--- config.mk ---
export PLATFORM = sky130hd
export DESIGN_NAME = output_restricted_deque
export DESIGN_NICKNAME = d
export VERILOG_FILES = /design/src/hw/rtl/ord_pkg.sv /design/src/hw/rtl/ord_cell.sv /design/src/hw/rtl/output_restricted_deque.sv
export VERILOG_INCLUDE_DIRS = /design/src /design/src/hw/rtl
export SDC_FILE = /design/constraint.sdc
export NUM_CORES = 1
export LEC_CHECK = 0
export BUFFER_PORTS_ARGS = -buffer_cell sky130_fd_sc_hd__buf_2
export CAP_MARGIN = 20
export CORE_AREA = 8 8 256 184
export DETAILED_ROUTE_END_ITERATION = 6
export DIE_AREA = 0 0 264 192
export GPL_TIMING_DRIVEN = 0
export PLACE_DENSITY = 0.89
export SYNTH_ARGS = -nofsm -noshare
export SYNTH_HDL_FRONTEND = slang
export SYNTH_SLANG_ARGS = --single-unit
--- constraint.sdc ---
create_clock -name clock -period 7.5 [get_ports clock]
set_input_delay 1.5 -clock clock [delete_from_list [all_inputs] [get_ports clock]]
set_output_delay 1.5 -clock clock [all_outputs]
set_load 0.01 [all_outputs]
--- src/hw/rtl/output_restricted_deque_defines.svh ---
// Assertion macros shared by the output-restricted deque RTL.
// Depends on nothing; included by output_restricted_deque.
`ifndef OUTPUT_RESTRICTED_DEQUE_DEFINES_SVH
`define OUTPUT_RESTRICTED_DEQUE_DEFINES_SVH

// Property checked at each rising clock edge, off while reset is high.
`define ORD_ASSERT(lbl, clk, rst, prop, msg) \
   lbl: assert property (@(posedge clk) disable iff (rst) (prop)) else $error(msg);

// Property checked at each rising clock edge, reset included.
`define ORD_ASSERT_ALWAYS(lbl, clk, prop, msg) \
   lbl: assert property (@(posedge clk) (prop)) else $error(msg);

`endif

--- src/hw/rtl/ord_pkg.sv ---
// Shared types and constants of the output-restricted deque.
// Depends on nothing; used by ord_cell and output_restricted_deque.
package ord_pkg;

   localparam int DEPTH_DEFAULT = 16;

   localparam int OPCODE_W = 2;
   localparam int VALUE_W  = 32;
   localparam int STATUS_W = 2;
   localparam int COUNT_W  = 5;
   localparam int CAP_W    = 5;

   localparam int REQ_TDATA_W = 32;
   localparam int REQ_TUSER_W = 8;
   localparam int RSP_TDATA_W = 40;
   localparam int RSP_TUSER_W = 8;

   localparam logic [CAP_W-1:0] CAP_RESET = 5'd16;

   // Operation codes.
   localparam logic [OPCODE_W-1:0] OP_INS_REAR  = 2'd0;
   localparam logic [OPCODE_W-1:0] OP_INS_FRONT = 2'd1;
   localparam logic [OPCODE_W-1:0] OP_REM_REAR  = 2'd2;

   // Status codes.
   localparam logic [STATUS_W-1:0] ST_DONE  = 2'd0;
   localparam logic [STATUS_W-1:0] ST_FULL  = 2'd1;
   localparam logic [STATUS_W-1:0] ST_EMPTY = 2'd2;

   // Per-cell move controls for one cycle.
   typedef struct packed {
      logic shift_up;     // take the word of the neighbor nearer the rear
      logic shift_down;   // take the word of the neighbor nearer the front
      logic load_front;   // take the incoming word as the new front entry
   } ord_cell_ctl_type;

endpackage

--- src/hw/rtl/ord_cell.sv ---
// One storage cell of the deque row: holds one entry and passes it along.
// Depends on ord_pkg.
module ord_cell (
   input  logic                           clock,
   input  ord_pkg::ord_cell_ctl_type      ctl,
   input  logic [ord_pkg::VALUE_W-1:0]    lower_data,
   input  logic [ord_pkg::VALUE_W-1:0]    upper_data,
   input  logic [ord_pkg::VALUE_W-1:0]    word,
   output logic [ord_pkg::VALUE_W-1:0]    data
);
   import ord_pkg::*;

   logic [VALUE_W-1:0] data_ff;
   logic [VALUE_W-1:0] data_in;

   // Pick the source of this cell's next entry.
   always_comb begin
      data_in = data_ff;
      if (ctl.load_front) begin
         data_in = word;
      end else if (ctl.shift_up) begin
         data_in = lower_data;
      end else if (ctl.shift_down) begin
         data_in = upper_data;
      end
   end

   // Entry storage needs no reset; it is only read after being written.
   always_ff @(posedge clock) begin
      data_ff <= data_in;
   end

   assign data = data_ff;

endmodule

--- src/hw/rtl/output_restricted_deque.sv ---
// Top level of the output-restricted deque built as a row of shifting cells.
// Depends on ord_pkg, ord_cell and output_restricted_deque_defines.svh.
`include "output_restricted_deque_defines.svh"

// The deque takes one operation beat per clock cycle unless stalled; each beat
// changes the entry count and the row of cells at most once, with the rear
// entry always in cell 0, so the response for a beat is ready in the cycle
// after it is taken. The response sits in one output register, and a new
// request beat is taken in the same cycle that the waiting response is taken.
// A write to the capacity register empties the deque at once; no clearing pass
// is needed after reset. Capacity values of 0 act as 1 and values above DEPTH
// act as DEPTH. Opcode 3 does nothing and reports the current count and flags.
module output_restricted_deque #(
   parameter int DEPTH = ord_pkg::DEPTH_DEFAULT
) (
   input  logic                              clock,
   input  logic                              reset,
   // Capacity register write port.
   input  logic                              csr_wr_en,
   input  logic [ord_pkg::CAP_W-1:0]         csr_wr_data,
   // Request channel.
   input  logic                              req_tvalid,
   output logic                              req_tready,
   input  logic [ord_pkg::REQ_TDATA_W-1:0]   req_tdata,   // [31:0] value
   input  logic [ord_pkg::REQ_TUSER_W-1:0]   req_tuser,   // [1:0] opcode, [7:2] zero
   // Response channel.
   output logic                              rsp_tvalid,
   input  logic                              rsp_tready,
   // [31:0] removed_value, [36:32] entry_count, [37] is_empty, [38] is_full,
   // [39] zero
   output logic [ord_pkg::RSP_TDATA_W-1:0]   rsp_tdata,
   output logic [ord_pkg::RSP_TUSER_W-1:0]   rsp_tuser    // [1:0] status, [7:2] zero
);
   import ord_pkg::*;

   localparam int CNT_W = $clog2(DEPTH + 1);
   localparam int CW    = (CNT_W > CAP_W) ? CNT_W : CAP_W;
   localparam int PAD_W = RSP_TDATA_W - VALUE_W - COUNT_W - 2;

   logic [CAP_W-1:0]       cap_ff;
   logic [CNT_W-1:0]       count_ff;
   logic [CNT_W-1:0]       count_in;
   logic                   rsp_valid_ff;
   logic                   rsp_valid_in;
   logic [RSP_TDATA_W-1:0] rsp_data_ff;
   logic [RSP_TDATA_W-1:0] rsp_data_in;
   logic [STATUS_W-1:0]    rsp_status_ff;

   logic [CW-1:0]          eff_cap;
   logic [CW-1:0]          cap_ext;
   logic [OPCODE_W-1:0]    opcode;
   logic [VALUE_W-1:0]     word;
   logic                   req_fire;
   logic                   is_insert;
   logic                   do_ins;
   logic                   do_rem;
   logic [STATUS_W-1:0]    status_c;
   logic [VALUE_W-1:0]     removed_c;
   logic [CNT_W-1:0]       count_next;

   ord_cell_ctl_type       cell_ctl  [DEPTH];
   logic [VALUE_W-1:0]     cell_data [DEPTH];

   assign opcode   = req_tuser[OPCODE_W-1:0];
   assign word     = req_tdata[VALUE_W-1:0];
   assign req_tready = !rsp_valid_ff || rsp_tready;
   assign req_fire = req_tvalid && req_tready;

   // Clamp the capacity register to 1..DEPTH.
   always_comb begin
      cap_ext = CW'(cap_ff);
      if (cap_ff == '0) begin
         eff_cap = CW'(1);
      end else if (cap_ext > CW'(DEPTH)) begin
         eff_cap = CW'(DEPTH);
      end else begin
         eff_cap = cap_ext;
      end
   end

   // Decide the outcome of the request on the channel.
   always_comb begin
      is_insert  = (opcode == OP_INS_REAR) || (opcode == OP_INS_FRONT);
      do_ins     = 1'b0;
      do_rem     = 1'b0;
      status_c   = ST_DONE;
      removed_c  = '0;
      count_next = count_ff;
      if (is_insert) begin
         if (CW'(count_ff) >= eff_cap) begin
            status_c = ST_FULL;
         end else begin
            do_ins     = 1'b1;
            count_next = count_ff + CNT_W'(1);
         end
      end else if (opcode == OP_REM_REAR) begin
         if (count_ff == '0) begin
            status_c = ST_EMPTY;
         end else begin
            do_rem     = 1'b1;
            removed_c  = cell_data[0];
            count_next = count_ff - CNT_W'(1);
         end
      end
   end

   // Row controls: rear inserts push the row up, removals pull it down,
   // front inserts land in the first free cell.
   always_comb begin
      for (int i = 0; i < DEPTH; i++) begin
         cell_ctl[i].shift_up   = req_fire && do_ins && (opcode == OP_INS_REAR);
         cell_ctl[i].shift_down = req_fire && do_rem;
         cell_ctl[i].load_front = req_fire && do_ins && (opcode == OP_INS_FRONT) &&
                                  (count_ff == CNT_W'(i));
      end
   end

   // The row of cells; cell 0 holds the rear entry.
   for (genvar g = 0; g < DEPTH; g++) begin : g_cell
      logic [VALUE_W-1:0] lower_w;
      logic [VALUE_W-1:0] upper_w;
      if (g == 0) begin : g_rear
         assign lower_w = word;
      end else begin : g_mid_lo
         assign lower_w = cell_data[g-1];
      end
      if (g == DEPTH - 1) begin : g_front
         assign upper_w = '0;
      end else begin : g_mid_hi
         assign upper_w = cell_data[g+1];
      end
      ord_cell u_cell (
         .clock      (clock),
         .ctl        (cell_ctl[g]),
         .lower_data (lower_w),
         .upper_data (upper_w),
         .word       (word),
         .data       (cell_data[g])
      );
   end

   // Next count: a capacity write empties the deque.
   always_comb begin
      count_in = count_ff;
      if (csr_wr_en) begin
         count_in = '0;
      end else if (req_fire) begin
         count_in = count_next;
      end
   end

   // Response beat contents.
   always_comb begin
      rsp_data_in = {{PAD_W{1'b0}},
                     (CW'(count_next) == eff_cap),
                     (count_next == '0),
                     COUNT_W'(count_next),
                     removed_c};
      rsp_valid_in = rsp_valid_ff;
      if (req_fire) begin
         rsp_valid_in = 1'b1;
      end else if (rsp_tready) begin
         rsp_valid_in = 1'b0;
      end
   end

   // Control registers.
   always_ff @(posedge clock) begin
      if (reset) begin
         cap_ff       <= CAP_RESET;
         count_ff     <= '0;
         rsp_valid_ff <= 1'b0;
      end else begin
         if (csr_wr_en) begin
            cap_ff <= csr_wr_data;
         end
         count_ff     <= count_in;
         rsp_valid_ff <= rsp_valid_in;
      end
   end

   // Response payload register.
   always_ff @(posedge clock) begin
      if (req_fire) begin
         rsp_data_ff   <= rsp_data_in;
         rsp_status_ff <= status_c;
      end
   end

   assign rsp_tvalid = rsp_valid_ff;
   assign rsp_tdata  = rsp_data_ff;
   assign rsp_tuser  = {{(RSP_TUSER_W - STATUS_W){1'b0}}, rsp_status_ff};

   // Checks on the count and the response register.
   `ORD_ASSERT(a_count_in_cap, clock, reset, CW'(count_ff) <= eff_cap, "count above capacity")
   `ORD_ASSERT(a_reject_holds, clock, reset, req_fire && !csr_wr_en && status_c != ST_DONE |=> $stable(count_ff), "rejected beat changed the count")
   `ORD_ASSERT(a_remove_dec, clock, reset, req_fire && !csr_wr_en && do_rem |=> count_ff == $past(count_ff) - CNT_W'(1), "removal did not lower the count")
   `ORD_ASSERT(a_fire_rsp, clock, reset, req_fire |=> rsp_valid_ff, "accepted beat gave no response")
   `ORD_ASSERT(a_empty_flag, clock, reset, rsp_valid_ff |-> rsp_data_ff[VALUE_W+COUNT_W] == (rsp_data_ff[VALUE_W+COUNT_W-1:VALUE_W] == '0), "empty flag disagrees with count")

endmodule
# Word level (Yosys, flattened, before mapping)
# Cells that the tools add are included.
[totals]
register_bits = 564
inputBits = 50
out_inout_bits = 50
wordCells = 157
[classes]
addsub = 2
n_lt_le_gt_ge = 2
eq_ne = 18
mux = 65
n_bitwise = 1
n_reduce_logical = 47
[ops]
columns = ["op", "n"]
rows = [
  ["32-bit 2-to-1 mux", 48],
  ["3-bit nonzero test", 16],
  ["5-bit by 4-bit == test with 1-bit output, second input constant", 8],
  ["5-bit 2-to-1 mux", 6],
  ["1-bit logical AND", 21],
  ["5-bit by 3-bit == test with 1-bit output, second input constant", 4],
  ["5-bit logical NOT", 3],
  ["5-bit by 2-bit == test with 1-bit output, second input constant", 2],
  ["1-bit 2-to-1 mux", 8],
  ["2-bit 2-to-1 mux", 3],
  ["5-bit by 1-bit adder with 5-bit output, second input constant", 1],
  ["5-bit by 1-bit == test with 1-bit output, second input constant", 1],
  ["5-bit == test", 1],
  ["5-bit >= comparator", 1],
  ["5-bit > comparator, second input constant", 1],
  ["5-bit by 1-bit subtractor with 5-bit output, second input constant", 1],
  ["3-bit OR reduction", 1],
  ["2-bit by 1-bit == test with 1-bit output, second input constant", 1],
  ["2-bit == test, second input constant", 1],
  ["2-bit logical NOT", 1],
  ["1-bit logical OR", 2],
  ["2-bit nonzero test", 1],
  ["2-bit OR reduction", 1],
  ["1-bit logical NOT", 1],
  ["1-bit NOT", 1],
]

# Longest topological paths before layout
[depth]
ltp_word = 10
ltp_mapped = 15

# Hierarchy
# Synthesis repeated with hierarchy kept, for this count alone.
[unflattened]
hier_cells = 2478
hier_area_um2 = 29358.2
[by_module_without_submodules]
columns = ["mod", "n_inst", "cells_each", "area_per_inst_um2"]
rows = [
  ["ord_cell", 16, 140, 1672.9],
  ["output_restricted_deque", 1, 238, 2592.5],
]

# Least setup slack after synthesis
# Ideal clock, no wire load.
[synth_path]
path_type = "in2reg"
from = "input rsp_tready"
to = "register g_cell[0].u_cell.data_ff[0], enable pin"
arrival_time_ns = 4.612
t_required_ns = 7.034
setup_slack_ns = 2.422
stages = 7
n_path_buf = 2
cell_sequence = "nand2b_1 -> and2_1 -> and3_1 -> buf_2 -> buf_4 -> inv_1 -> o21ai_0"
[synth_via]
elab_chain_len = 6
[synth_lines]
columns = ["item", "line", "rtl"]
rows = [
  ["start, declared", "output_restricted_deque.sv:28", "input logic rsp_tready,"],
  ["1-bit logical OR *", "output_restricted_deque.sv:66", "assign req_tready = !rsp_valid_ff || rsp_tready;"],
  ["1-bit logical AND *", "output_restricted_deque.sv:67", "assign req_fire = req_tvalid && req_tready;"],
  ["1-bit logical AND", "output_restricted_deque.sv:111, output_restricted_deque.sv:113", ""],
  ["1-bit logical AND (2 in series)", "output_restricted_deque.sv:113", "cell_ctl[i].load_front = req_fire && do_ins && (opcode == OP_INS_FRONT) &&"],
  ["3-bit nonzero test (no source line) *", "n/a", ""],
  ["end signal, assigned", "ord_cell.sv:30", "data_ff <= data_in;"],
  ["end, declared", "ord_cell.sv:13", "logic [VALUE_W-1:0] data_ff;"],
]
# Mark *: on every way between the ends. The rest lies on a longest branch, timed or not.
# A chain may end at the register's enable or synchronous reset.

# Worst setup path after layout
[layout_path]
from = "register count_ff[0]"
to = "register g_cell[1].u_cell.data_ff[16], enable pin"
[layout_via]
elab_chain_len = 7
[layout_lines]
columns = ["item", "line", "rtl"]
rows = [
  ["start, declared", "output_restricted_deque.sv:41", "logic [CNT_W-1:0] count_ff;"],
  ["start signal, assigned", "output_restricted_deque.sv:177", "count_ff <= count_in;"],
  ["5-bit >= comparator", "output_restricted_deque.sv:90", "if (CW'(count_ff) >= eff_cap) begin"],
  ["1-bit 2-to-1 mux", "output_restricted_deque.sv:90", ""],
  ["1-bit 2-to-1 mux", "output_restricted_deque.sv:89", "if (is_insert) begin"],
  ["1-bit logical AND", "output_restricted_deque.sv:111, output_restricted_deque.sv:113", ""],
  ["1-bit logical AND (2 in series)", "output_restricted_deque.sv:113", ""],
  ["3-bit nonzero test (no source line) *", "n/a", ""],
  ["end signal, assigned", "ord_cell.sv:30", ""],
  ["end, declared", "ord_cell.sv:13", ""],
]
# Marked as above.

==> metrics list <==
- Outcome: complete, but fails checks
* Failing checks: design-rule violations
* Yosys top cell area share: 60.2%
- Count of state elements after synthesis: 564
* Final std cells w/o fill: 3629
- Entering global routing, the biggest net connects 33 pins.
- EDFF count, synth: 553
* Cell Count Post-Placement: 3530
* Mapped cell area: 27600 µm²
* Rel. slew slack: 19.9%
* Congestion Overflow GR: 0
- Most used flip-flop cell after synthesis: sky130_fd_sc_hd__edfxtp_1
- For the pin with the worst max-slew slack, the measured transition is 1.19 ns.
- Time the final worst path needs with I/O delays and setup: 4.48 ns
- Post-synthesis cell type with the largest combined area: sky130_fd_sc_hd__edfxtp_1
- After detailed routing, the number of remaining DRC violations is 1.
- In this run the post-CTS setup repair buffer count came out at 0.
* Slack of the worst reg-to-reg path: 3.02 ns
- Unrepaired setup endpoints after global routing: no
- The placed instances occupy a cell area of 29200 µm².
- In the final layout, the share of cells above drive strength 1 is 9.56%.
* Setup Crit Path Kind: reg -> reg
- The first TritonRoute pass finished after 7 iterations.
* Final Cycle Share: 59.8%
- Layout overhead on the synthesized area: 11.6%
- The die is 264 µm wide.
* Number of placed I/O pins: 100
- Crit start category: flip-flop
- The floorplan step defined a die boundary enclosing 50700 µm².
* Height of the chip: 192 µm
- CTS saw 564 sinks.
* Via count: 24000
- Number of antenna violations at the first check in global routing: 1
- Dividing total power by cell area gives a power density of 227 nW/µm².
- The wire-length estimate of the detail-placed layout is 61700 µm.
- In this run, post-CTS repair resized a total of 0 instances.
- Slew Limit Fails: 0
- Leading cell types by count after synthesis: 923 x sky130_fd_sc_hd__nand2_1, 553 x sky130_fd_sc_hd__edfxtp_1, 463 x sky130_fd_sc_hd__nor2_1
* Share of synthesized registers carrying an async set or reset: 0%
* Mapped Avg Cell Area: 9.65 µm²
* Count leader, synth: sky130_fd_sc_hd__nand2_1
* Category of the worst setup path capture point: flip-flop
- Routability-driven placement finished with a final weighted congestion of 0.917.
- In this run the worst hold path is classified as reg -> reg.
- Total wire length: 82200 µm
- TritonCTS built the clock tree.
- The critical path ends at g_cell[1].u_cell.data[16].
- The H-tree was split into 2 levels.
- Data on the critical path arrives at its endpoint at 4.84 ns.
- For the final routed database, the setup TNS stands at 0 ns.
- The worst register-to-register path ends at g_cell[1].u_cell.data[16].
- Via count of the first global-routing pass: 23400
* Clock insertion delay at the later pin of the skew report: 0.60 ns
- STA puts the critical path data required time at 7.85 ns.
* Yosys warns: 0
- DR WL/cell: 22.7 µm
- Worst supply voltage drop on vdd: 171 µV
* Starting DRC count in detailed routing: 3659
* Final-stage net count: 3084
* Start point of the critical path: count_ff[0]
* Final standard cell area without fillers: 30800 µm²
* CTS buffer count: 52
- Number of vias per cell: 6.61
* Row count: 64
- The tree is rooted in a sky130_fd_sc_hd__clkbuf_16.
- Once detail routing completed, the nets flagged for antenna violations numbered 0.
* Clock transition at the register clock pins on the worst setup and hold paths after CTS: 0.07 ns
- Timing would allow up to 0.223 GHz.
- Sequential cells were found to cover 61.0% of the synthesized design area.
- In this run the standard cell core region covers 43100 µm².
- PortBufs: 86
* Critical path fanouts, max: 17
* Unique cell type count in the Yosys netlist: 45
- Setup violations, final: 0
- Number of max-capacitance violations reported: 0
* GRT Resource Usage Total: 31.6%
- The initial utilization of the core area, before any placement, comes to 64.1%.
- Worst-case clock skew: 0.0283 ns
- Depth of the worst register-to-register path: 8
- After technology mapping, the gate count stands at 2861.
- Reg2Reg Launch Point: count_ff[0]
- Buffer levels on the longest clock path: 3
- Static leakage: 11.8 nW
* # hold bufs at CTS: 0
* Wire length of the first global-routing pass: 127000 µm
- Cell types with the largest area share after synthesis: sky130_fd_sc_hd__edfxtp_1 60%, sky130_fd_sc_hd__nand2_1 13%, sky130_fd_sc_hd__a31oi_1 10%
- Final Hold Violating Endpoints: 0
layout make-up:
class | instances | area [µm²]
Tap cell | 561 | 702
Inverter | 9 | 33.8
Multi-Input combinational cell | 2031 | 9600
Timing Repair Buffer | 102 | 863
Fill cell | 3083 | 12300
Clock buffer | 66 | 1400
Antenna cell | 4 | 10.0
Sequential cell | 564 | 16800
Clock inverter | 29 | 206
Buffer | 263 | 1180
registers in the layout (all words and copies together) (netlist names):
signal,cells
g_cell.u_cell.data,512
rsp_tdata,39
cap_ext,5
count_ff,5
rsp_status_ff,2
rsp_tvalid,1
worst min path at each step:
stage                            end  slack, ns  cells after the start       start
after floorplan           cap_ext[0]       0.46                      2  cap_ext[0]
after global placement    cap_ext[0]       0.48                      2  cap_ext[0]
after detailed placement  cap_ext[0]       0.50                      2  cap_ext[0]
after CTS                 cap_ext[0]       0.52                      2  cap_ext[0]
after global routing      cap_ext[0]       0.54                      2  cap_ext[0]
final                     cap_ext[0]       0.52                      2  cap_ext[0]
layout by cell type (no fill, tap or decap), types with 3 or more instances in the layout:
cell type | synthesis | final
sky130_fd_sc_hd__ha_1 | 11 | 11
sky130_fd_sc_hd__nor2_1 | 463 | 463
sky130_fd_sc_hd__bufinv_16 | 0 | 3
sky130_fd_sc_hd__mux2i_1 | 5 | 5
sky130_fd_sc_hd__conb_1 | 1 | 7
sky130_fd_sc_hd__buf_2 | 46 | 132
sky130_fd_sc_hd__nand2b_1 | 6 | 5
sky130_fd_sc_hd__clkbuf_16 | 0 | 53
sky130_fd_sc_hd__a21oi_1 | 7 | 7
sky130_fd_sc_hd__inv_1 | 9 | 9
sky130_fd_sc_hd__and3_1 | 36 | 36
sky130_fd_sc_hd__diode_2 | 0 | 4
sky130_fd_sc_hd__a31oi_1 | 449 | 449
sky130_fd_sc_hd__dfxtp_1 | 11 | 11
sky130_fd_sc_hd__nand2_1 | 923 | 923
sky130_fd_sc_hd__clkinv_1 | 0 | 15
sky130_fd_sc_hd__edfxtp_1 | 553 | 553
sky130_fd_sc_hd__nand3_1 | 17 | 17
sky130_fd_sc_hd__nor3_1 | 8 | 8
sky130_fd_sc_hd__clkbuf_1 | 182 | 192
sky130_fd_sc_hd__mux2_2 | 33 | 33
sky130_fd_sc_hd__buf_4 | 31 | 31
sky130_fd_sc_hd__buf_16 | 0 | 15
sky130_fd_sc_hd__clkinv_2 | 0 | 9
sky130_fd_sc_hd__a22o_1 | 33 | 33
sky130_fd_sc_hd__xnor2_1 | 5 | 5
worst max-delay path, cell delays in order (launching register included):
cell and delay (ns):
sky130_fd_sc_hd__dfxtp_1 0.36, sky130_fd_sc_hd__inv_1 0.25, sky130_fd_sc_hd__ha_1 0.37, sky130_fd_sc_hd__or4b_1 0.49
sky130_fd_sc_hd__and2_4 0.18, sky130_fd_sc_hd__o21ai_1 0.92, sky130_fd_sc_hd__clkbuf_1 0.53, sky130_fd_sc_hd__nand2_1 0.72
sky130_fd_sc_hd__buf_16 0.41
per-stage QoR:
stage                     setup slack, ns  util [%]  hold slack, ns  power (W)
after floorplan                      2.42         -           0.461    0.00415
after global placement               1.24      66.7           0.484    0.00435
after detailed placement             2.66      67.8           0.505    0.00441
after CTS                            3.11      71.5           0.522    0.00695
after global routing                 2.84      71.5           0.539    0.00715
final                                3.02      71.5           0.520    0.00698
logic make-up (layout without fill, tap and decap cells):
family / after synthesis / count (layout) / share of synthesized area [%]
adder cells (fa/ha/maj): 11 / 11 / 0.499
flip-flops: 564 / 564 / 61.0
other: 1 / 11 / 0.0136
AND/OR/NAND/NOR: 1466 / 1466 / 20.6
multiplexers: 40 / 40 / 1.63
buffers and inverters: 272 / 469 / 4.38
AO/OA/AOI/OAI: 501 / 501 / 11.7
XOR/XNOR: 6 / 6 / 0.190
power by group:
| part | internal (W) | switching, W |
|---|---|---|
| Clock | 0.00141 | 0.00120 |
| Sequential | 0.00365 | 0.0000725 |
| Combinational | 0.000216 | 0.000430 |
| Total | 0.00528 | 0.00170 |
per-layer routing:
layer / part of all wire, % / track usage [%] / vias up
met2: 43 / 46.9 / 1863
met3: 14 / 7.70 / 214
met5: 0 / 0 / -
li1: - / - / 10400
met4: 3.9 / 11.6 / 0
met1: 39 / 45.1 / 11500
Note: power is estimated with default switching activity, not from simulation.
